--- config.mk ---
export PLATFORM = sky130hd
export DESIGN_NAME = mqtt_subscribe_packet_parser_flat
export DESIGN_NICKNAME = d
export VERILOG_FILES = /design/src/sv/mqtt_sub_pkg.sv /design/src/sv/mqtt_sub_byte_if.sv /design/src/sv/mqtt_sub_result_if.sv /design/src/sv/mqtt_sub_decode.sv /design/src/sv/mqtt_subscribe_packet_parser.sv /design/src/flat_wrapper.sv
export SDC_FILE = /design/constraint.sdc
export NUM_CORES = 1
export LEC_CHECK = 0
export BUFFER_PORTS_ARGS = -buffer_cell sky130_fd_sc_hd__buf_2
export CORE_ASPECT_RATIO = 0.5
export CORE_MARGIN = 1
export CORE_UTILIZATION = 60
export DETAILED_ROUTE_END_ITERATION = 8
export GPL_TIMING_DRIVEN = 0
export PLACE_DENSITY = 0.8
export SETUP_SLACK_MARGIN = 0.5
export SLEW_MARGIN = 0
export SYNTH_ARGS = -nofsm -noshare
export SYNTH_HDL_FRONTEND = slang
export SYNTH_SLANG_ARGS = --single-unit
--- constraint.sdc ---
create_clock -name clk -period 14.6 [get_ports clk]
set_input_delay 1.46 -clock clk [delete_from_list [all_inputs] [get_ports clk]]
set_output_delay 1.46 -clock clk [all_outputs]
set_load 0.01 [all_outputs]
--- src/sv/mqtt_sub_pkg.sv ---
// Package for the SUBSCRIBE packet parser: phase codes, result kinds,
// error codes and the state and result structs. No dependencies.
`timescale 1ns / 1ps

package mqtt_sub_pkg;

    // Parser phases
    localparam logic [2:0] PH_FIXED   = 3'd0;
    localparam logic [2:0] PH_LENGTH  = 3'd1;
    localparam logic [2:0] PH_ID_HI   = 3'd2;
    localparam logic [2:0] PH_ID_LO   = 3'd3;
    localparam logic [2:0] PH_TLEN_HI = 3'd4;
    localparam logic [2:0] PH_TLEN_LO = 3'd5;
    localparam logic [2:0] PH_TOPIC   = 3'd6;
    localparam logic [2:0] PH_QOS     = 3'd7;

    // Result kinds
    localparam logic [1:0] KIND_HEADER = 2'd0;
    localparam logic [1:0] KIND_TOPIC  = 2'd1;
    localparam logic [1:0] KIND_QOS    = 2'd2;
    localparam logic [1:0] KIND_ERROR  = 2'd3;

    // Error codes
    localparam logic ERR_TRUNCATED = 1'b0;
    localparam logic ERR_LENGTH    = 1'b1;

    // Length field limits
    localparam logic [2:0] MAX_LEN_BYTES = 3'd4;

    typedef struct packed {
        logic [2:0]  phase;
        logic [7:0]  header_byte;
        logic [27:0] length_acc;
        logic [2:0]  length_cnt;
        logic [15:0] id;
        logic [15:0] filter_length;
        logic [15:0] filter_count;
    } parse_state_t;

    typedef struct packed {
        logic [1:0]  result_kind;
        logic [7:0]  data_value;
        logic [7:0]  fixed_header;
        logic [27:0] remaining_length;
        logic [15:0] packet_id;
        logic [15:0] topic_length;
        logic [15:0] topic_byte_index;
        logic        topic_last;
        logic        packet_end;
        logic        error_code;
    } result_t;

endpackage

--- src/sv/mqtt_sub_byte_if.sv ---
// Byte channel into the parser: valid/ready handshake with one packet byte
// and its last mark. No dependencies.
`timescale 1ns / 1ps

interface mqtt_sub_byte_if;
    logic       valid;
    logic       ready;
    logic [7:0] byte_value;
    logic       last_byte;

    modport source (output valid, output byte_value, output last_byte, input ready);
    modport sink   (input valid, input byte_value, input last_byte, output ready);
endinterface

--- src/sv/mqtt_sub_result_if.sv ---
// Result channel out of the parser: valid/ready handshake with the decoded
// header, topic and QoS fields. No dependencies.
`timescale 1ns / 1ps

interface mqtt_sub_result_if;
    logic        valid;
    logic        ready;
    logic [1:0]  result_kind;
    logic [7:0]  data_value;
    logic [7:0]  fixed_header;
    logic [27:0] remaining_length;
    logic [15:0] packet_id;
    logic [15:0] topic_length;
    logic [15:0] topic_byte_index;
    logic        topic_last;
    logic        packet_end;
    logic        error_code;

    modport source (
        output valid, output result_kind, output data_value, output fixed_header,
        output remaining_length, output packet_id, output topic_length,
        output topic_byte_index, output topic_last, output packet_end,
        output error_code, input ready
    );
    modport sink (
        input valid, input result_kind, input data_value, input fixed_header,
        input remaining_length, input packet_id, input topic_length,
        input topic_byte_index, input topic_last, input packet_end,
        input error_code, output ready
    );
endinterface

--- src/sv/mqtt_sub_decode.sv ---
// Per-byte decode step: next parser state and the optional result word.
// Depends on mqtt_sub_pkg.
`timescale 1ns / 1ps

module mqtt_sub_decode
    import mqtt_sub_pkg::*;
(
    input  parse_state_t state,
    input  logic [7:0]   byte_value,
    input  logic         last_byte,
    output parse_state_t state_next,
    output logic         res_valid,
    output result_t      res
);

    logic        err;
    logic        err_code;
    logic [27:0] len_bits;
    logic        filter_ends;

    // Place the 7 length bits at their group position
    always_comb
    begin
        case (state.length_cnt[1:0])
            2'd0:    len_bits = {21'd0, byte_value[6:0]};
            2'd1:    len_bits = {14'd0, byte_value[6:0], 7'd0};
            2'd2:    len_bits = {7'd0, byte_value[6:0], 14'd0};
            default: len_bits = {byte_value[6:0], 21'd0};
        endcase
    end

    assign filter_ends = ({1'b0, state.filter_count} + 17'd1) >= {1'b0, state.filter_length};

    // Advance the phase and build the result
    always_comb
    begin
        state_next = state;
        res        = '0;
        res_valid  = 1'b0;
        err        = 1'b0;
        err_code   = ERR_TRUNCATED;

        case (state.phase)
            PH_FIXED:
            begin
                state_next.header_byte = byte_value;
                state_next.length_acc  = '0;
                state_next.length_cnt  = '0;
                if (last_byte)
                    err = 1'b1;
                else
                    state_next.phase = PH_LENGTH;
            end
            PH_LENGTH:
            begin
                state_next.length_acc = state.length_acc | len_bits;
                state_next.length_cnt = state.length_cnt + 3'd1;
                if (byte_value[7])
                begin
                    if (state_next.length_cnt >= MAX_LEN_BYTES)
                    begin
                        err      = 1'b1;
                        err_code = ERR_LENGTH;
                    end
                    else if (last_byte)
                        err = 1'b1;
                end
                else if (last_byte)
                    err = 1'b1;
                else
                    state_next.phase = PH_ID_HI;
            end
            PH_ID_HI:
            begin
                state_next.id = {byte_value, 8'd0};
                if (last_byte)
                    err = 1'b1;
                else
                    state_next.phase = PH_ID_LO;
            end
            PH_ID_LO:
            begin
                state_next.id          = {state.id[15:8], byte_value};
                res_valid              = 1'b1;
                res.result_kind        = KIND_HEADER;
                res.fixed_header       = state.header_byte;
                res.remaining_length   = state.length_acc;
                res.packet_id          = state_next.id;
                res.packet_end         = last_byte;
                state_next.phase       = last_byte ? PH_FIXED : PH_TLEN_HI;
            end
            PH_TLEN_HI:
            begin
                state_next.filter_length = {byte_value, 8'd0};
                if (last_byte)
                    err = 1'b1;
                else
                    state_next.phase = PH_TLEN_LO;
            end
            PH_TLEN_LO:
            begin
                state_next.filter_length = {state.filter_length[15:8], byte_value};
                state_next.filter_count  = '0;
                if (last_byte)
                    err = 1'b1;
                else if (state_next.filter_length == 16'd0)
                    state_next.phase = PH_QOS;
                else
                    state_next.phase = PH_TOPIC;
            end
            PH_TOPIC:
            begin
                if (last_byte)
                    err = 1'b1;
                else
                begin
                    res_valid               = 1'b1;
                    res.result_kind         = KIND_TOPIC;
                    res.data_value          = byte_value;
                    res.fixed_header        = state.header_byte;
                    res.remaining_length    = state.length_acc;
                    res.packet_id           = state.id;
                    res.topic_length        = state.filter_length;
                    res.topic_byte_index    = state.filter_count;
                    res.topic_last          = filter_ends;
                    state_next.filter_count = state.filter_count + 16'd1;
                    if (filter_ends)
                        state_next.phase = PH_QOS;
                end
            end
            default:
            begin
                // QoS byte closes one filter
                res_valid            = 1'b1;
                res.result_kind      = KIND_QOS;
                res.data_value       = byte_value;
                res.fixed_header     = state.header_byte;
                res.remaining_length = state.length_acc;
                res.packet_id        = state.id;
                res.packet_end       = last_byte;
                state_next.phase     = last_byte ? PH_FIXED : PH_TLEN_HI;
            end
        endcase

        // Error replaces any other result and restarts at the header
        if (err)
        begin
            res              = '0;
            res_valid        = 1'b1;
            res.result_kind  = KIND_ERROR;
            res.error_code   = err_code;
            state_next.phase = PH_FIXED;
        end
    end

endmodule

--- src/sv/mqtt_subscribe_packet_parser.sv ---
// MQTT SUBSCRIBE packet parser, one byte per cycle while the skid register is empty.
// A result word is registered in the output register, or in the skid when that word waits.
// Throughput: one byte per cycle while the skid is empty; the phase update is one decode step.
// A two-word output buffer (output register plus skid) keeps bytes flowing while a result waits.
// Reset (rst_n low, asynchronous): header phase, all state cleared, output buffer empty.
// Depends on mqtt_sub_pkg, mqtt_sub_byte_if, mqtt_sub_result_if, mqtt_sub_decode.
`timescale 1ns / 1ps

module mqtt_subscribe_packet_parser
    import mqtt_sub_pkg::*;
(
    input logic              clk,
    input logic              rst_n,
    mqtt_sub_byte_if.sink     packet,
    mqtt_sub_result_if.source result
);

    parse_state_t state_reg;
    parse_state_t state_next;
    logic         dec_valid;
    result_t      dec_res;

    logic         out_valid_reg;
    result_t      out_reg;
    logic         skid_valid_reg;
    result_t      skid_reg;

    logic         accept;
    logic         push;
    logic         pop;

    mqtt_sub_decode u_decode (
        .state      (state_reg),
        .byte_value (packet.byte_value),
        .last_byte  (packet.last_byte),
        .state_next (state_next),
        .res_valid  (dec_valid),
        .res        (dec_res)
    );

    assign packet.ready = !skid_valid_reg;
    assign accept       = packet.valid && packet.ready;
    assign push         = accept && dec_valid;
    assign pop          = out_valid_reg && result.ready;

    // Hold parser state; advance on each accepted byte
    always_ff @(posedge clk or negedge rst_n)
    begin
        if (!rst_n)
            state_reg <= '0;
        else if (accept)
            state_reg <= state_next;
    end

    // Output buffer control
    always_ff @(posedge clk or negedge rst_n)
    begin
        if (!rst_n)
        begin
            out_valid_reg  <= 1'b0;
            skid_valid_reg <= 1'b0;
        end
        else if (skid_valid_reg)
        begin
            if (pop)
                skid_valid_reg <= 1'b0;
        end
        else if (push)
        begin
            if (out_valid_reg && !pop)
                skid_valid_reg <= 1'b1;
            else
                out_valid_reg <= 1'b1;
        end
        else if (pop)
            out_valid_reg <= 1'b0;
    end

    // Output buffer payload
    always_ff @(posedge clk)
    begin
        if (skid_valid_reg)
        begin
            if (pop)
                out_reg <= skid_reg;
        end
        else if (push)
        begin
            if (out_valid_reg && !pop)
                skid_reg <= dec_res;
            else
                out_reg <= dec_res;
        end
    end

    assign result.valid            = out_valid_reg;
    assign result.result_kind      = out_reg.result_kind;
    assign result.data_value       = out_reg.data_value;
    assign result.fixed_header     = out_reg.fixed_header;
    assign result.remaining_length = out_reg.remaining_length;
    assign result.packet_id        = out_reg.packet_id;
    assign result.topic_length     = out_reg.topic_length;
    assign result.topic_byte_index = out_reg.topic_byte_index;
    assign result.topic_last       = out_reg.topic_last;
    assign result.packet_end       = out_reg.packet_end;
    assign result.error_code       = out_reg.error_code;

    // Skid holds a word only behind a full output register
    a_skid_behind_out: assert property (@(posedge clk) disable iff (!rst_n)
        skid_valid_reg |-> out_valid_reg)
        else $error("skid word without output word");

    // An error always restarts at the fixed header
    a_error_restart: assert property (@(posedge clk) disable iff (!rst_n)
        (accept && dec_valid && dec_res.result_kind == KIND_ERROR) |=>
        state_reg.phase == PH_FIXED)
        else $error("parser not back at header after error");

    // Topic byte position stays inside the filter
    a_topic_index: assert property (@(posedge clk) disable iff (!rst_n)
        state_reg.phase == PH_TOPIC |-> state_reg.filter_count < state_reg.filter_length)
        else $error("topic index past filter length");

    // Length field never counts beyond four bytes
    a_length_count: assert property (@(posedge clk) disable iff (!rst_n)
        state_reg.length_cnt <= MAX_LEN_BYTES)
        else $error("length byte count overflow");

endmodule

--- src/flat_wrapper.sv ---
// flat-port wrapper written by rule: the top's interface ports become plain ports
module mqtt_subscribe_packet_parser_flat import mqtt_sub_pkg::*;
  (clk, rst_n, packet_valid, packet_byte_value, packet_last_byte, packet_ready, result_valid, result_result_kind, result_data_value, result_fixed_header, result_remaining_length, result_packet_id, result_topic_length, result_topic_byte_index, result_topic_last, result_packet_end, result_error_code, result_ready);
  mqtt_sub_byte_if packet_i ();
  mqtt_sub_result_if result_i ();
  input logic clk;
  input logic rst_n;
  input wire logic [$bits(packet_i.valid)-1:0] packet_valid;
  input wire logic [$bits(packet_i.byte_value)-1:0] packet_byte_value;
  input wire logic [$bits(packet_i.last_byte)-1:0] packet_last_byte;
  output wire logic [$bits(packet_i.ready)-1:0] packet_ready;
  output wire logic [$bits(result_i.valid)-1:0] result_valid;
  output wire logic [$bits(result_i.result_kind)-1:0] result_result_kind;
  output wire logic [$bits(result_i.data_value)-1:0] result_data_value;
  output wire logic [$bits(result_i.fixed_header)-1:0] result_fixed_header;
  output wire logic [$bits(result_i.remaining_length)-1:0] result_remaining_length;
  output wire logic [$bits(result_i.packet_id)-1:0] result_packet_id;
  output wire logic [$bits(result_i.topic_length)-1:0] result_topic_length;
  output wire logic [$bits(result_i.topic_byte_index)-1:0] result_topic_byte_index;
  output wire logic [$bits(result_i.topic_last)-1:0] result_topic_last;
  output wire logic [$bits(result_i.packet_end)-1:0] result_packet_end;
  output wire logic [$bits(result_i.error_code)-1:0] result_error_code;
  input wire logic [$bits(result_i.ready)-1:0] result_ready;
  assign packet_i.valid = packet_valid;
  assign packet_i.byte_value = packet_byte_value;
  assign packet_i.last_byte = packet_last_byte;
  assign packet_ready = packet_i.ready;
  assign result_valid = result_i.valid;
  assign result_result_kind = result_i.result_kind;
  assign result_data_value = result_i.data_value;
  assign result_fixed_header = result_i.fixed_header;
  assign result_remaining_length = result_i.remaining_length;
  assign result_packet_id = result_i.packet_id;
  assign result_topic_length = result_i.topic_length;
  assign result_topic_byte_index = result_i.topic_byte_index;
  assign result_topic_last = result_i.topic_last;
  assign result_packet_end = result_i.packet_end;
  assign result_error_code = result_i.error_code;
  assign result_i.ready = result_ready;
  mqtt_subscribe_packet_parser u_core (.clk(clk), .rst_n(rst_n), .packet(packet_i), .result(result_i));
endmodule
# Yosys cells after proc, flatten, opt, wreduce, memory -nomap -nowiden
# Index checks and enable logic that the tools add are counted.
# classes
mux,46
add_sub_neg,3
bitwise,4
n_reduce_logical,30
eq_ne,20
magnitude_cmp,2
# ops
op,n
97-bit two-way mux,5
52-bit case mux with 3 select lines,1
16-bit case mux with 2 select lines,3
94-bit two-way mux,1
28-bit case mux with 3 select lines,1
31-bit case mux with 2 select lines,1
33-bit two-way mux,1
3-bit two-way mux,10
28-bit bitwise OR,1
"3-bit != test, second input constant",8
3-bit case mux with 6 select lines,1
3-bit AND reduction,6
"16-bit by 1-bit adder with 17-bit output, second input constant",1
17-bit by 16-bit greater-or-equal comparator with 1-bit output,1
1-bit two-way mux,17
"16-bit by 1-bit adder with 16-bit output, second input constant",1
16-bit logical NOT,1
16-bit two-way mux,1
8-bit case mux with 2 select lines,1
2-bit nonzero test,6
6-bit OR reduction,2
5-bit OR reduction,2
"3-bit equality test, second input constant",3
9-bit AND reduction,1
other kinds (16),29
# word_totals
out_inout_bits,99
wordCells,136
input_bits,13
ff_bits,286

# Depth between registers and ports, before layout
# Gate-level depths: netlist of run 1.
# depth
ltp_word,9
depth_mapped,12
mapped_depth_nobuf,11

# Cells and area by module
# From an unflattened synthesis of run 1, not the netlist that was laid out.
# hier_totals
cells_unflattened,995
area_unflattened_um2,13750.7
# modules_own_cells
mod,area_each_um2,seq_area_each_um2,cells_per_inst,n_inst
mqtt_subscribe_packet_parser,10913.0,8127.8,504,1
mqtt_sub_decode,2837.7,0.0,491,1

# Worst setup path before layout of run 1
# Ideal clock, no wire load.
# synth_path
kind,input port to flip-flop
from,in packet_last_byte
to,"reg u_core.skid_reg[0] in the netlist's numbering, enable pin"
n_path_buf,2
setup_time_ps,691
required_ps,13909
slack_ps,4551
cell_stages,6
t_arrival_ps,9358
path_cell_list,buf_2 > or3_1 > buf_2 > nand3_1 > nand2_1 > nor3b_1
# synth_via
elab_chain_len,7
word_cells_on_any_way,9
cone_classes,7 x mux; 2 x reduce/logical
# synth_rtl
element,line,source
from (decl),flat_wrapper.sv:10,input wire logic [$bits(packet_i.last_byte)-1:0] packet_last_byte;
1-bit two-way mux,--,
1-bit two-way mux,mqtt_sub_decode.sv:60,if (state_next.length_cnt >= MAX_LEN_BYTES)
1-bit two-way mux,mqtt_sub_decode.sv:58,if (byte_value[7])
1-bit case mux with 2 select lines,mqtt_sub_decode.sv:43,case (state.phase)
1-bit two-way mux *,mqtt_sub_decode.sv:146,if (err)
1-bit logical AND *,mqtt_subscribe_packet_parser.sv:43,assign push = accept && dec_valid;
3-bit AND reduction (no source line) *,--,
to (signal assigned),mqtt_subscribe_packet_parser.sv:90,skid_reg <= dec_res;
to (decl),mqtt_subscribe_packet_parser.sv:26,result_t skid_reg;
# Mark *: on every way between the ends. The rest lies on a longest branch, timed or not.
# A chain may end at the register's enable or synchronous reset.

# Final worst setup path of run 1
# layout_path
from,reg u_core.skid_valid_reg
to,out packet_ready
# layout_via
elab_chain_len,1
# layout_rtl
element,line,source
from (decl),mqtt_subscribe_packet_parser.sv:25,logic skid_valid_reg;
from (signal assigned),mqtt_subscribe_packet_parser.sv:61,skid_valid_reg <= 1'b0;
from (signal assigned),mqtt_subscribe_packet_parser.sv:66,skid_valid_reg <= 1'b0;
from (signal assigned),mqtt_subscribe_packet_parser.sv:71,skid_valid_reg <= 1'b1;
1-bit logical NOT,mqtt_subscribe_packet_parser.sv:41,assign packet.ready = !skid_valid_reg;
to (decl),flat_wrapper.sv:11,output wire logic [$bits(packet_i.ready)-1:0] packet_ready;
# Every way passes these cells.

==> results of run 1 <==
## power groups by stage
| stage | Sequential, mW | Clock (mW) | Combinational (mW) |
|---|---|---|---|
| floorplan | 1.25 | 0 | 0.374 |
| CTS | 1.18 | 0.727 | 0.667 |
| global placement | 1.22 | 0 | 0.606 |
| finish | 1.18 | 0.718 | 0.663 |
| global route | 1.20 | 0.756 | 0.726 |
| detailed placement | 1.19 | 0 | 0.659 |
## per-stage QoR
stage	util (%)	total power, mW	setup WS [ps]
after floorplan	-	1.62	4550
after global placement	66.1	1.83	1150
after detailed placement	67.3	1.85	10400
after CTS	71.9	2.57	10730
after global routing	71.9	2.68	10590
final	71.9	2.56	10720
## layout by cell type, fill, tap and decap left out, types with 10 or more instances in the layout
cell                        instances
sky130_fd_sc_hd__nor2_1            52
sky130_fd_sc_hd__inv_1             24
sky130_fd_sc_hd__mux2_2            96
sky130_fd_sc_hd__clkbuf_16         25
sky130_fd_sc_hd__edfxtp_1         194
sky130_fd_sc_hd__nand2_1           94
sky130_fd_sc_hd__nand3_1           13
sky130_fd_sc_hd__dfrtp_1           92
sky130_fd_sc_hd__o21ai_0           43
sky130_fd_sc_hd__xnor2_1           10
sky130_fd_sc_hd__ha_1              22
sky130_fd_sc_hd__clkbuf_1          34
sky130_fd_sc_hd__and2_1            69
sky130_fd_sc_hd__buf_2            120
sky130_fd_sc_hd__a21oi_1           41
sky130_fd_sc_hd__o31ai_1           21
## layout make-up
cell class | count | area (sq um)
Buffer | 49 | 214
Inverter | 24 | 90.1
Clock inverter | 11 | 188
Sequential cell | 286 | 8130
Tap cell | 266 | 333
Timing Repair Buffer | 126 | 776
Multi-Input combinational cell | 532 | 3650
Clock buffer | 35 | 713
Fill cell | 1307 | 5500
## kinds of logic after synthesis
logic type      after synthesis  synth area share [%]
compound gates              134                  6.63
xor+xnor                     15                  1.09
fa+ha+maj                    22                  2.28
buf+inv                      73                  2.52
flops                       286                  67.3
mux                          97                  9.04
simple gates                264                  11.1
## metal layers
layer,GRT usage (%),vias up
li1,-,3526
met1,35.3,3836
met2,41.2,289
met3,4.18,50
met4,7.17,0
met5,0,-
## how the worst max path moves through the flow
stage,from,end,slack [ps],depth (start not counted)
floorplan,packet_last_byte,u_core.skid_reg[0]$_DFFE_PP_,4550,6
global placement,packet_last_byte,u_core.skid_reg[65]$_DFFE_PP_,1150,6
detailed placement,packet_last_byte,u_core.result.remaining_length[10]$_DFFE_PP_,10400,9
CTS,u_core.skid_valid_reg$_DFF_PN0_,packet_ready,10730,5
global route,u_core.skid_valid_reg$_DFF_PN0_,packet_ready,10590,5
finish,u_core.skid_valid_reg$_DFF_PN0_,packet_ready,10720,5
## critical path, delay by kind of cell, from the launching register on
family | cells | cell delay [ps]
buffers and inverters | 5 | 1510
DFF | 1 | 380
==> parameters.txt, run 1 <==
Parameter                              Value

Outcome
  Result of the run ... completed

Synthesis
  Largest area contributor in the netlist ... sky130_fd_sc_hd__edfxtp_1
  Top-count cell post-synth ... sky130_fd_sc_hd__edfxtp_1
  Net count after synthesis ... 926
  Cell types with the largest area share after synthesis ... sky130_fd_sc_hd__edfxtp_1 48%, sky130_fd_sc_hd__dfrtp_1 19%, sky130_fd_sc_hd__mux2_2 9.0%
  Most instantiated cells after synthesis ... 194 x sky130_fd_sc_hd__edfxtp_1, 96 x sky130_fd_sc_hd__mux2_2, 94 x sky130_fd_sc_hd__nand2_1
  Number of storage elements in the synthesis netlist ... ~290
  Most instantiated flip-flop cell in the synthesis netlist ... sky130_fd_sc_hd__edfxtp_1
  Number of library cell types mapped by synthesis ... 51
  Area fraction of the dominant cell type after synthesis ... 48.2%
  Synth warnings ... 0
  Average footprint of a synthesized cell ... ~14 sq um
  Number of synthesized flops with an enable pin ... about 190
  Synth async-reset ratio ... approximately a third
  Post-synth design cell area ... roughly 12,000 sq um
  Cells after synthesis ... between 800 and 900
  Register area share after synthesis ... about two thirds

Clock tree
  Clock-pin transition on the worst setup and hold timing paths ... approximately 70 ps
  Worst skew pair latency ... around 530 ps
  CTS tree ... built
  CTS root buf ... sky130_fd_sc_hd__clkbuf_16
  Post-CTS Hold Buffers ... 0
  Resize count post-CTS ... 0
  Postcts setup bufs ... 0
  Total number of H-tree levels ... 1
  Number of sinks driven by the clock tree ... roughly 290
  Deepest clock path buffer count ... 3
  TritonCTS Buffers ... 25

Critical path
  Peak per-stage delay on the critical path ... roughly 590 ps
  Kind of launch point of the worst setup path ... register
  Critical Setup Path Class ... reg2out
  Peak fanout along the critical path ... 10
  Setup slack of the most critical reg-to-reg path ... roughly 11,000 ps
  Worst endpoint required time ... about 13,000 ps
  Crit-path cells ... buf_2 > inv_1 > clkbuf_1 > buf_2 > buf_2
  FF-to-FF End ... u_core.result.topic_last$_DFFE_PP_
  Top cell by count, worst path ... sky130_fd_sc_hd__buf_2
  Source of the worst register-to-register timing path ... u_core.state_reg[0]$_DFFE_PN0P_
  Capturing element type of the critical path ... output port
  CP arrival ... 2420 ps
  Slowest stage cell on the critical path ... sky130_fd_sc_hd__clkbuf_1
  R2R cell count ... 11

STA
  Post-route minimum period ... about 3900 ps
  Headroom to the max-slew limit ... about a third
  Final Hold Viols ... 0
  TNS Setup ... 0 ps
  Unrepaired setup endpoints after global routing ... no
  Highest Clock Rate ... roughly 260 MHz
  Worst-margin pin slew ... 1030 ps
  Post-route worst hold slack ... slightly below 500 ps
  Final number of max-transition violations ... 0
  Count of endpoints failing setup in the final report ... 0
  Share of the clock period used by the worst path ... a little over a quarter
  Worst clock skew on the final layout ... around 15 ps

Global routing
  All-Layer GR Usage ... between 20% and 30%
  First-pass GRT wire length ... between 40 and 50 mm
  Maximum number of pins on one net before global-route repair ... 59
  Antenna violations before repair ... 0
  Via count of the first global-routing pass ... approximately 7,600
  GRT overflow ... 0

Pwr
  Static leakage ... between 5 and 6 nW
  Pwr/cell area ... about 180 nW/um^2
  Switching power ... ~0.76 mW
  Combinational share of power ... 25.9%
  Share of total power in the clock network ... around 28%
  Power share of the sequential group ... 46.1%
  VDD IR-drop max ... between 80 and 90 uV
  Internal Dissipation ... roughly 1.8 mW
  Sw frac ... 29.7%

Drt
  Highest metal layer used by the detailed router ... met4
  Antenna violation net count after detailed routing ... 0
  Post-DR wirelength/cell ... 19.0 microns
  Met1 routed wirelength after detailed routing ... ~11 mm
  Met2 WL post-DR ... about 12 mm
  Routed length on met3 ... ~1.7 mm
  First-iteration detailed-routing DRC count ... ~630
  Post-detailed-routing wire length ... around 25 mm
  Via count ... just under 8,000
  Vias per cell ... roughly 5.8
  TritonRoute pass-1 iters ... 6
  Residual DRC count ... 0

Final layout
  Post-route non-filler standard cell count ... about 1,300
  Non-Filler Cell Area, Final ... between 10,000 and 15,000 sq um
  Post-layout net count ... ~1,100
  Ant diodes ... 0
  Share of layout cells above drive strength 1 ... between 20% and 30%
  Max FFs per register ... between 90 and 100
  Area growth from synthesis to layout ... 16.7%

Placement
  Total cell area at the placement stage ... approximately 13,000 sq um
  Placer's final routability congestion estimate ... roughly 0.85
  Dpl cells ... about 1,300
  Total half-perimeter wirelength after legalization and detailed placement ... 16.9 mm
  Buffers added on ports ... 110

Worst hold path
  Type of the most critical hold path ... reg2reg
  Cell depth of the worst hold path ... 2
  Hold Path End ... u_core.state_reg[33]$_DFFE_PN0P_
  Worst min-delay path startpoint ... u_core.state_reg[33]$_DFFE_PN0P_

Die
  Die width ... between 200 and 250 microns
  Area of the die ... roughly 21,000 sq um
  Number of core rows ... 36
  Placeable core area ... between 15,000 and 20,000 sq um
  # IOs ... around 110
  Effective utilization at floorplan ... ~62%
  Height of the die ... 102 microns

Flow run
  Number of maximum-capacitance constraint violations ... 0
No activity file was read; power rests on OpenSTA's default activity.
==> run 2: changes to the inputs <==
ABC_AREA = 1   (was default)
CORE_UTILIZATION = 54   (was 60)
PLACE_DENSITY = 0.76   (was 0.8)
clock period = 3.2 ns   (was 14.6 ns; I/O delays follow)
==> run 2 against run 1 <==
Net effect:
- combinational power rose to 6.3 times the previous value
- global-route usage down 0.83 points
- die area rose by 12%
- largest power group unchanged
- core utilization is 4.9 points lower
- clock power grew to 4.5 times the previous value
- register-to-register slack lost 11000 ps
- critical endpoint is now u_core.result.topic_last$_DFFE_PP_
==> parameters.txt, run 2 <==
Parameter                              Value

STA
  Final Hold Viols ... 0
  Post-route minimum period ... between 2000 and 3000 ps
  TNS Setup ... 0 ps
  Highest Clock Rate ... between 300 and 400 MHz
  Share of the clock period used by the worst path ... a little over four fifths
  Worst-margin pin slew ... around 580 ps
  Worst clock skew on the final layout ... between 10 and 15 ps
  Final number of max-transition violations ... 0
  Count of endpoints failing setup in the final report ... 0
  Headroom to the max-slew limit ... around three fifths
  Unrepaired setup endpoints after global routing ... yes
  Worst-case setup margin in the final layout ... between 500 and 600 ps

Final layout
  Most common cell after layout, fill and taps aside ... sky130_fd_sc_hd__nand2_1
  Post-Route Utilization ... 67.1%
  Area growth from synthesis to layout ... 20.3%
  Max FFs per register ... just under 100
  Ant diodes ... 0
  Leading cell types in the layout, fill and taps excluded ... 376 x sky130_fd_sc_hd__nand2_1, 194 x sky130_fd_sc_hd__edfxtp_1, 130 x sky130_fd_sc_hd__inv_1
  Post-layout net count ... 1,410
  Share of layout cells above drive strength 1 ... 20.4%
  Non-Filler Cell Area, Final ... around 15,000 sq um

Critical path
  Capturing element type of the critical path ... register
  Worst endpoint required time ... ~3500 ps
  CP arrival ... approximately 3000 ps
  Setup slack of the most critical reg-to-reg path ... about 520 ps
  Peak fanout along the critical path ... 4
  R2R cell count ... 19
  Kind of launch point of the worst setup path ... register
  Critical Setup Path Class ... reg2reg

Placement
  Total cell area at the placement stage ... about 13,000 sq um
  Buffers added on ports ... between 100 and 150
  Place WS ... roughly 110 ps
  Placer's final routability congestion estimate ... 0.868
  Total half-perimeter wirelength after legalization and detailed placement ... between 15 and 20 mm

Clock tree
  Deepest clock path buffer count ... 3
  Clock-pin transition on the worst setup and hold timing paths ... around 70 ps
  Number of sinks driven by the clock tree ... 286
  Worst skew pair latency ... about 550 ps
  CTS tree ... built
  Total number of H-tree levels ... 1
  TritonCTS Buffers ... 25
  CTS root buf ... sky130_fd_sc_hd__clkbuf_16

Synthesis
  Synth warnings ... 0
  Number of storage elements in the synthesis netlist ... around 290
  Synth async-reset ratio ... about a third
  Post-synth design cell area ... between 10,000 and 15,000 sq um
  Average footprint of a synthesized cell ... around 10 sq um
  Most instantiated cells after synthesis ... 389 x sky130_fd_sc_hd__nand2_1, 194 x sky130_fd_sc_hd__edfxtp_1, 135 x sky130_fd_sc_hd__inv_1
  Area fraction of the dominant cell type after synthesis ... a little under half
  Number of synthesized flops with an enable pin ... approximately 190
  Number of library cell types mapped by synthesis ... 35
  Net count after synthesis ... between 1,000 and 1,500
  Most instantiated flip-flop cell in the synthesis netlist ... sky130_fd_sc_hd__edfxtp_1
  Top-count cell post-synth ... sky130_fd_sc_hd__nand2_1
  Register area share after synthesis ... roughly two thirds
  Cells after synthesis ... 1,200
  Largest area contributor in the netlist ... sky130_fd_sc_hd__edfxtp_1
  Cell types with the largest area share after synthesis ... sky130_fd_sc_hd__edfxtp_1 48%, sky130_fd_sc_hd__dfrtp_1 19%, sky130_fd_sc_hd__nand2_1 12%

Pwr
  Combinational share of power ... approximately a third
  Static leakage ... around 6.5 nW
  VDD IR-drop max ... approximately 320 uV
  Pwr/cell area ... 866 nW/um^2
  Sw frac ... about a third
  Internal Dissipation ... roughly 8.3 mW
  Share of total power in the clock network ... 25.3%
  Power Total ... around 13 mW
  Switching power ... around 4.4 mW
  Power share of the sequential group ... 42.1%

Die
  Area of the die ... about 23,000 sq um
  Placeable core area ... 21,900 sq um
  Height of the die ... between 100 and 150 microns
  Effective utilization at floorplan ... between 50 and 60%
  # IOs ... 112
  Number of core rows ... 38
  Die width ... approximately 210 microns

Global routing
  Via count of the first global-routing pass ... slightly below 9,000
  GRT overflow ... 0
  Global routing usage on met2 ... about two fifths
  All-Layer GR Usage ... 24.3%
  First-pass GRT wire length ... around 44 mm
  Maximum number of pins on one net before global-route repair ... 57
  Met1 demand-to-capacity share in global routing ... 32.3%
  Antenna violations before repair ... 0
  GR Layer Usage met3 ... 4.25%
  Peak-usage layer in the global routing report ... met2

Worst hold path
  Type of the most critical hold path ... in2reg
  Cell depth of the worst hold path ... 3

Outcome
  Result of the run ... completed

Drt
  First-iteration detailed-routing DRC count ... 712
  Antenna violation net count after detailed routing ... 0
  Residual DRC count ... 0
  TritonRoute pass-1 iters ... 5
  Vias per cell ... roughly 5.2
  Via count ... slightly below 9,000
  Post-DR wirelength/cell ... between 15 and 20 microns
  Post-detailed-routing wire length ... ~28 mm

Flow run
  Number of maximum-capacitance constraint violations ... 0
-- run 2: changes by cell type after synthesis, moves of 8 or more --
cell and delta:
sky130_fd_sc_hd__nand3_1 +13, sky130_fd_sc_hd__clkbuf_1 -14, sky130_fd_sc_hd__xnor2_1 -10, sky130_fd_sc_hd__o21ai_0 -15
sky130_fd_sc_hd__a21oi_1 +14, sky130_fd_sc_hd__a22o_1 -8, sky130_fd_sc_hd__nand2_1 +295, sky130_fd_sc_hd__o22ai_1 +25
sky130_fd_sc_hd__and2_1 -68, sky130_fd_sc_hd__nor2_1 +76, sky130_fd_sc_hd__mux2_2 -96, sky130_fd_sc_hd__inv_2 +9
sky130_fd_sc_hd__o31ai_1 -21, sky130_fd_sc_hd__inv_1 +111
-- run 2: cells by family (layout without fill, tap and decap cells) --
| family | after synthesis | after routing | synth area share (%) |
|---|---|---|---|
| AND/OR/NAND/NOR | 579 | 579 | 19.3 |
| buffers and inverters | 187 | 381 | 6.04 |
| XOR/XNOR | 10 | 10 | 0.717 |
| AO/OA/AOI/OAI | 116 | 116 | 5.14 |
| adder cells (fa/ha/maj) | 22 | 22 | 2.25 |
| flip-flops | 286 | 286 | 66.5 |
-- run 2: power groups by stage --
stage,Combinational [mW],Clock [mW],Sequential (mW)
floorplan,2.22,0,5.57
global placement,3.41,0,5.42
detailed placement,3.64,0,5.41
CTS,3.84,3.24,5.36
global route,4.60,3.38,5.44
finish,4.15,3.22,5.36
-- run 2: metal layers --
metal  vias to the layer above  wire length [microns]
met1                      4277                  12200
met2                       293                  13700
met5                         -                      0
met3                        57                   1640
met4                         0                    814
li1                       4226                      -
-- run 2: path summary, 6_finish.rpt --
path | start | to
hold reg to reg | u_core.skid_reg[61]$_DFFE_PP_ | u_core.result.remaining_length[10]$_DFFE_PP_
setup reg to reg | u_core.state_reg[0]$_DFFE_PN0P_ | u_core.result.topic_last$_DFFE_PP_
min in group asynchronous | rst_n | u_core.state_reg[54]$_DFFE_PN0P_
setup / recovery | u_core.state_reg[0]$_DFFE_PN0P_ | u_core.result.topic_last$_DFFE_PP_
max in group asynchronous | rst_n | u_core.state_reg[2]$_DFFE_PN0P_
hold / removal | packet_byte_value[0] | u_core.state_reg[72]$_DFFE_PN0P_
-- run 2: final cells by class --
type / count / area (sq um)
Buffer: 42 / 198
Clock buffer: 35 / 703
Clock inverter: 11 / 165
Fill cell: 1608 / 7220
Inverter: 145 / 549
Multi-Input combinational cell: 727 / 3620
Sequential cell: 286 / 8130
Tap cell: 300 / 375
Timing Repair Buffer: 148 / 961
-- run 2: timing repair --
item | CTS | global route
endpoints found under the setup margin | 5 | 150
gates resized for setup | 19 | 44
gates cloned | 0 | 0
hold buffers | 1 | 0
pin swaps | 14 | 25
hold endpoints to repair | 36 | 0
buffers inserted | 13 | 16
-- run 2: per-stage QoR --
stage | instances | hold slack (ps)
finish | 1694 | 113
global route | 1694 | 110
CTS | 1678 | 95.6
detailed placement | 1618 | 322
global placement | 1611 | 485
floorplan | 1200 | 24.4
-- run 2: critical path: stages (launching register included) --
cell and delay (ps):
sky130_fd_sc_hd__dfrtp_2 440, sky130_fd_sc_hd__buf_6 130, sky130_fd_sc_hd__inv_4 30, sky130_fd_sc_hd__nor3_4 160, sky130_fd_sc_hd__nand2_2 110, sky130_fd_sc_hd__nor2_4 160
sky130_fd_sc_hd__nand3_2 120, sky130_fd_sc_hd__o21ai_2 150, sky130_fd_sc_hd__nand2_1 100, sky130_fd_sc_hd__inv_2 90, sky130_fd_sc_hd__ha_4 210, sky130_fd_sc_hd__nand2_4 60
sky130_fd_sc_hd__nor2_4 30, sky130_fd_sc_hd__and2_4 130, sky130_fd_sc_hd__nand2_2 50, sky130_fd_sc_hd__nand3_2 70, sky130_fd_sc_hd__nor2_4 130, sky130_fd_sc_hd__nand2_1 80
sky130_fd_sc_hd__nand2_2 90, sky130_fd_sc_hd__o21ai_2 60
==> run 3: changes to the inputs <==
CORE_UTILIZATION = 59   (was 54)
PLACE_DENSITY = 0.79   (was 0.76)
clock period = 2.62 ns   (was 3.2 ns; I/O delays follow)
==> run 3 against run 2 <==
Net effect:
- the run now ends with DRC, setup timing left
- hold slack got worse by 72 ps
- setup slack got worse by 660 ps
- critical path depth unchanged
- sequential share of layout area decreased by 1.0 points
- first-iteration DRC count increased by 37%
- combinational power increased by 34%
- cell count decreased by 1.0%
- via count increased by 5.2%
- power increased by 25%
- cell area increased by 1.9%
==> parameters.txt, run 3 (synthesized netlist as in run 2, its figures left out) <==
Parameter                              Value

Outcome
  Result of the run ... complete, but fails checks
  Failing checks ... DRC, setup timing

Pwr
  Power share of the sequential group ... 41.4%
  VDD IR-drop max ... between 500 and 600 uV
  Switching power ... ~5.6 mW
  Pwr/cell area ... ~1100 nW/um^2
  Static leakage ... around 6.6 nW
  Sw frac ... between 30% and 40%
  Share of total power in the clock network ... between 20% and 30%
  Combinational share of power ... 35.1%
  Internal Dissipation ... a little over 10 mW

STA
  Worst clock skew on the final layout ... 22.7 ps
  Headroom to the max-slew limit ... a little over three fifths
  Final number of max-transition violations ... 0
  Worst-margin pin slew ... around 550 ps
  Share of the clock period used by the worst path ... 105%
  Count of endpoints failing setup in the final report ... 5
  Post-route minimum period ... ~2800 ps
  Unrepaired setup endpoints after global routing ... yes
  Highest Clock Rate ... between 300 and 400 MHz
  Worst-case setup margin in the final layout ... -132 ps
  Final Hold Viols ... 0

Critical path
  Capturing element type of the critical path ... register
  Slowest stage cell on the critical path ... sky130_fd_sc_hd__dfrtp_1
  Worst endpoint required time ... between 2000 and 3000 ps
  Peak per-stage delay on the critical path ... around 430 ps
  CP arrival ... 3040 ps
  Peak fanout along the critical path ... 5
  Crit-path cells ... inv_2 > nor3_4 > nand2_2 > nor2_4 > buf_6 > nand3_1 > nand2_2 > inv_2 > ha_1 > nand2_1 > inv_2 > nand2_1 > nor2_1 > nand2_2 > nand3_2 > nor2_4 > nand2_2 > nand2_4 > o21ai_2
  Critical Setup Path Class ... reg2reg
  Top cell by count, worst path ... sky130_fd_sc_hd__nand2_2
  Kind of launch point of the worst setup path ... register

Die
  # IOs ... 112
  Die width ... a little over 200 microns
  Area of the die ... 21,300 sq um
  Height of the die ... around 100 microns
  Number of core rows ... 36
  Effective utilization at floorplan ... between 60% and 70%
  Placeable core area ... 19,900 sq um

Worst hold path
  Type of the most critical hold path ... in2reg

Drt
  Residual DRC count ... 1
  TritonRoute pass-1 iters ... 9
  First-iteration detailed-routing DRC count ... 973
  Via count ... around 9,300
  Antenna violation net count after detailed routing ... 0
  Vias per cell ... roughly 5.6
  Post-DR wirelength/cell ... ~18 microns
  Post-detailed-routing wire length ... 30.8 mm

Global routing
  GRT overflow ... 0
  All-Layer GR Usage ... between 20% and 30%
  Antenna violations before repair ... 0
  Via count of the first global-routing pass ... 8,880
  Maximum number of pins on one net before global-route repair ... 70
  First-pass GRT wire length ... between 40 and 50 mm

Final layout
  Ant diodes ... 0
  Post-layout net count ... 1,427
  Most common cell after layout, fill and taps aside ... sky130_fd_sc_hd__nand2_1
  Share of layout cells above drive strength 1 ... between 20% and 30%
  Leading cell types in the layout, fill and taps excluded ... 373 x sky130_fd_sc_hd__nand2_1, 194 x sky130_fd_sc_hd__edfxtp_1, 128 x sky130_fd_sc_hd__inv_1
  Max FFs per register ... between 90 and 100
  Post-Route Utilization ... about three quarters
  Fill cell instance count of the final layout ... 1,235
  Post-route non-filler standard cell count ... around 1,700
  Area growth from synthesis to layout ... 22.6%

Clock tree
  CTS root buf ... sky130_fd_sc_hd__clkbuf_16
  Clock-pin transition on the worst setup and hold timing paths ... 70 ps
  Number of sinks driven by the clock tree ... about 290
  CTS tree ... built
  Deepest clock path buffer count ... 3
  Total number of H-tree levels ... 1
  TritonCTS Buffers ... 25
  Worst skew pair latency ... 550 ps

Flow run
  Number of maximum-capacitance constraint violations ... 0

Placement
  Total half-perimeter wirelength after legalization and detailed placement ... roughly 19 mm
  Placer's final routability congestion estimate ... ~0.84
  Buffers added on ports ... 111
  Dpl cells ... about 1,600
-- run 3: cell types whose count changed in the layout (fill, tap and decap cells not counted), sizes merged --
cell	delta
nor2	+1
clkbuf	+5
buf	+10
clkinv	+2
inv	+2
bufinv	-3
-- run 3: power groups by stage --
stage | registers (mW) | clock network [mW] | logic [mW]
finish | 6.56 | 3.74 | 5.56
global route | 6.64 | 3.92 | 6.07
CTS | 6.53 | 3.74 | 4.95
detailed placement | 6.62 | 0 | 4.49
global placement | 6.62 | 0 | 4.16
floorplan | 6.81 | 0 | 2.74
-- run 3: worst paths after layout --
path,startpoint,to,slack [ps],cells past startpoint
worst min-delay path,packet_byte_value[6],u_core.state_reg[64]$_DFFE_PN0P_,40,3
worst max-delay path,u_core.state_reg[1]$_DFFE_PN0P_,u_core.result.topic_last$_DFFE_PP_,-130,19
worst max register to register,u_core.state_reg[1]$_DFFE_PN0P_,u_core.result.topic_last$_DFFE_PP_,-130,19
min in group asynchronous,rst_n,u_core.state_reg[88]$_DFFE_PN0P_,190,2
worst min register to register,u_core.skid_reg[78]$_DFFE_PP_,u_core.result.remaining_length[27]$_DFFE_PP_,520,2
max in group asynchronous,rst_n,u_core.state_reg[23]$_DFFE_PN0P_,1740,3
-- run 3: cell type report --
class	count	area (sq um)	area share [%]
sequential	286	8130	54.3
clock buffer	34	722	4.82
inverter	145	554	3.70
multi-input combinational	728	3650	24.4
tap	266	333	2.22
buffer	42	211	1.41
timing repair buffer	164	1270	8.50
clock inverter	12	103	0.685
-- run 3: layer usage --
layer	track usage (%)	vias up	part of all wire, %
met5	0	-	0
met4	7.62	0	2.7
met3	4.75	72	7.8
met2	44.9	475	49
met1	38.0	4514	41
li1	-	4253	-
-- run 3: critical path: cells and delay by family, from the launching register on --
family | cells | cell delay [ps]
buffers and inverters | 4 | 300
flip-flops | 1 | 430
AO/OA/AOI/OAI | 1 | 50
adder cells (fa/ha/maj) | 1 | 280
AND/OR/NAND/NOR | 13 | 1440
-- run 3: timing repair --
| item | CTS | global route |
|---|---|---|
| setup buffers | 22 | 16 |
| endpoints found under the hold margin | 23 | 0 |
| pin swaps | 27 | 28 |
| hold buffers | 1 | 0 |
| gates resized for setup | 34 | 57 |
| endpoints found under the setup margin | 201 | 219 |
| cloned | 3 | 5 |
-- run 3: per-stage QoR --
stage	hold slack (ps)	total power, mW	setup WS (ps)	setup TNS (ps)	instance area [sq um]
floorplan	-33.6	9.55	-576	-93070	12300
global placement	487	10.8	-1250	-229610	13200
detailed placement	207	11.1	-317	-15090	13300
CTS	32.6	15.2	-41.7	-65.0	14500
global route	51.6	16.6	-250	-1100	15000
finish	41.2	15.9	-132	-496	15000
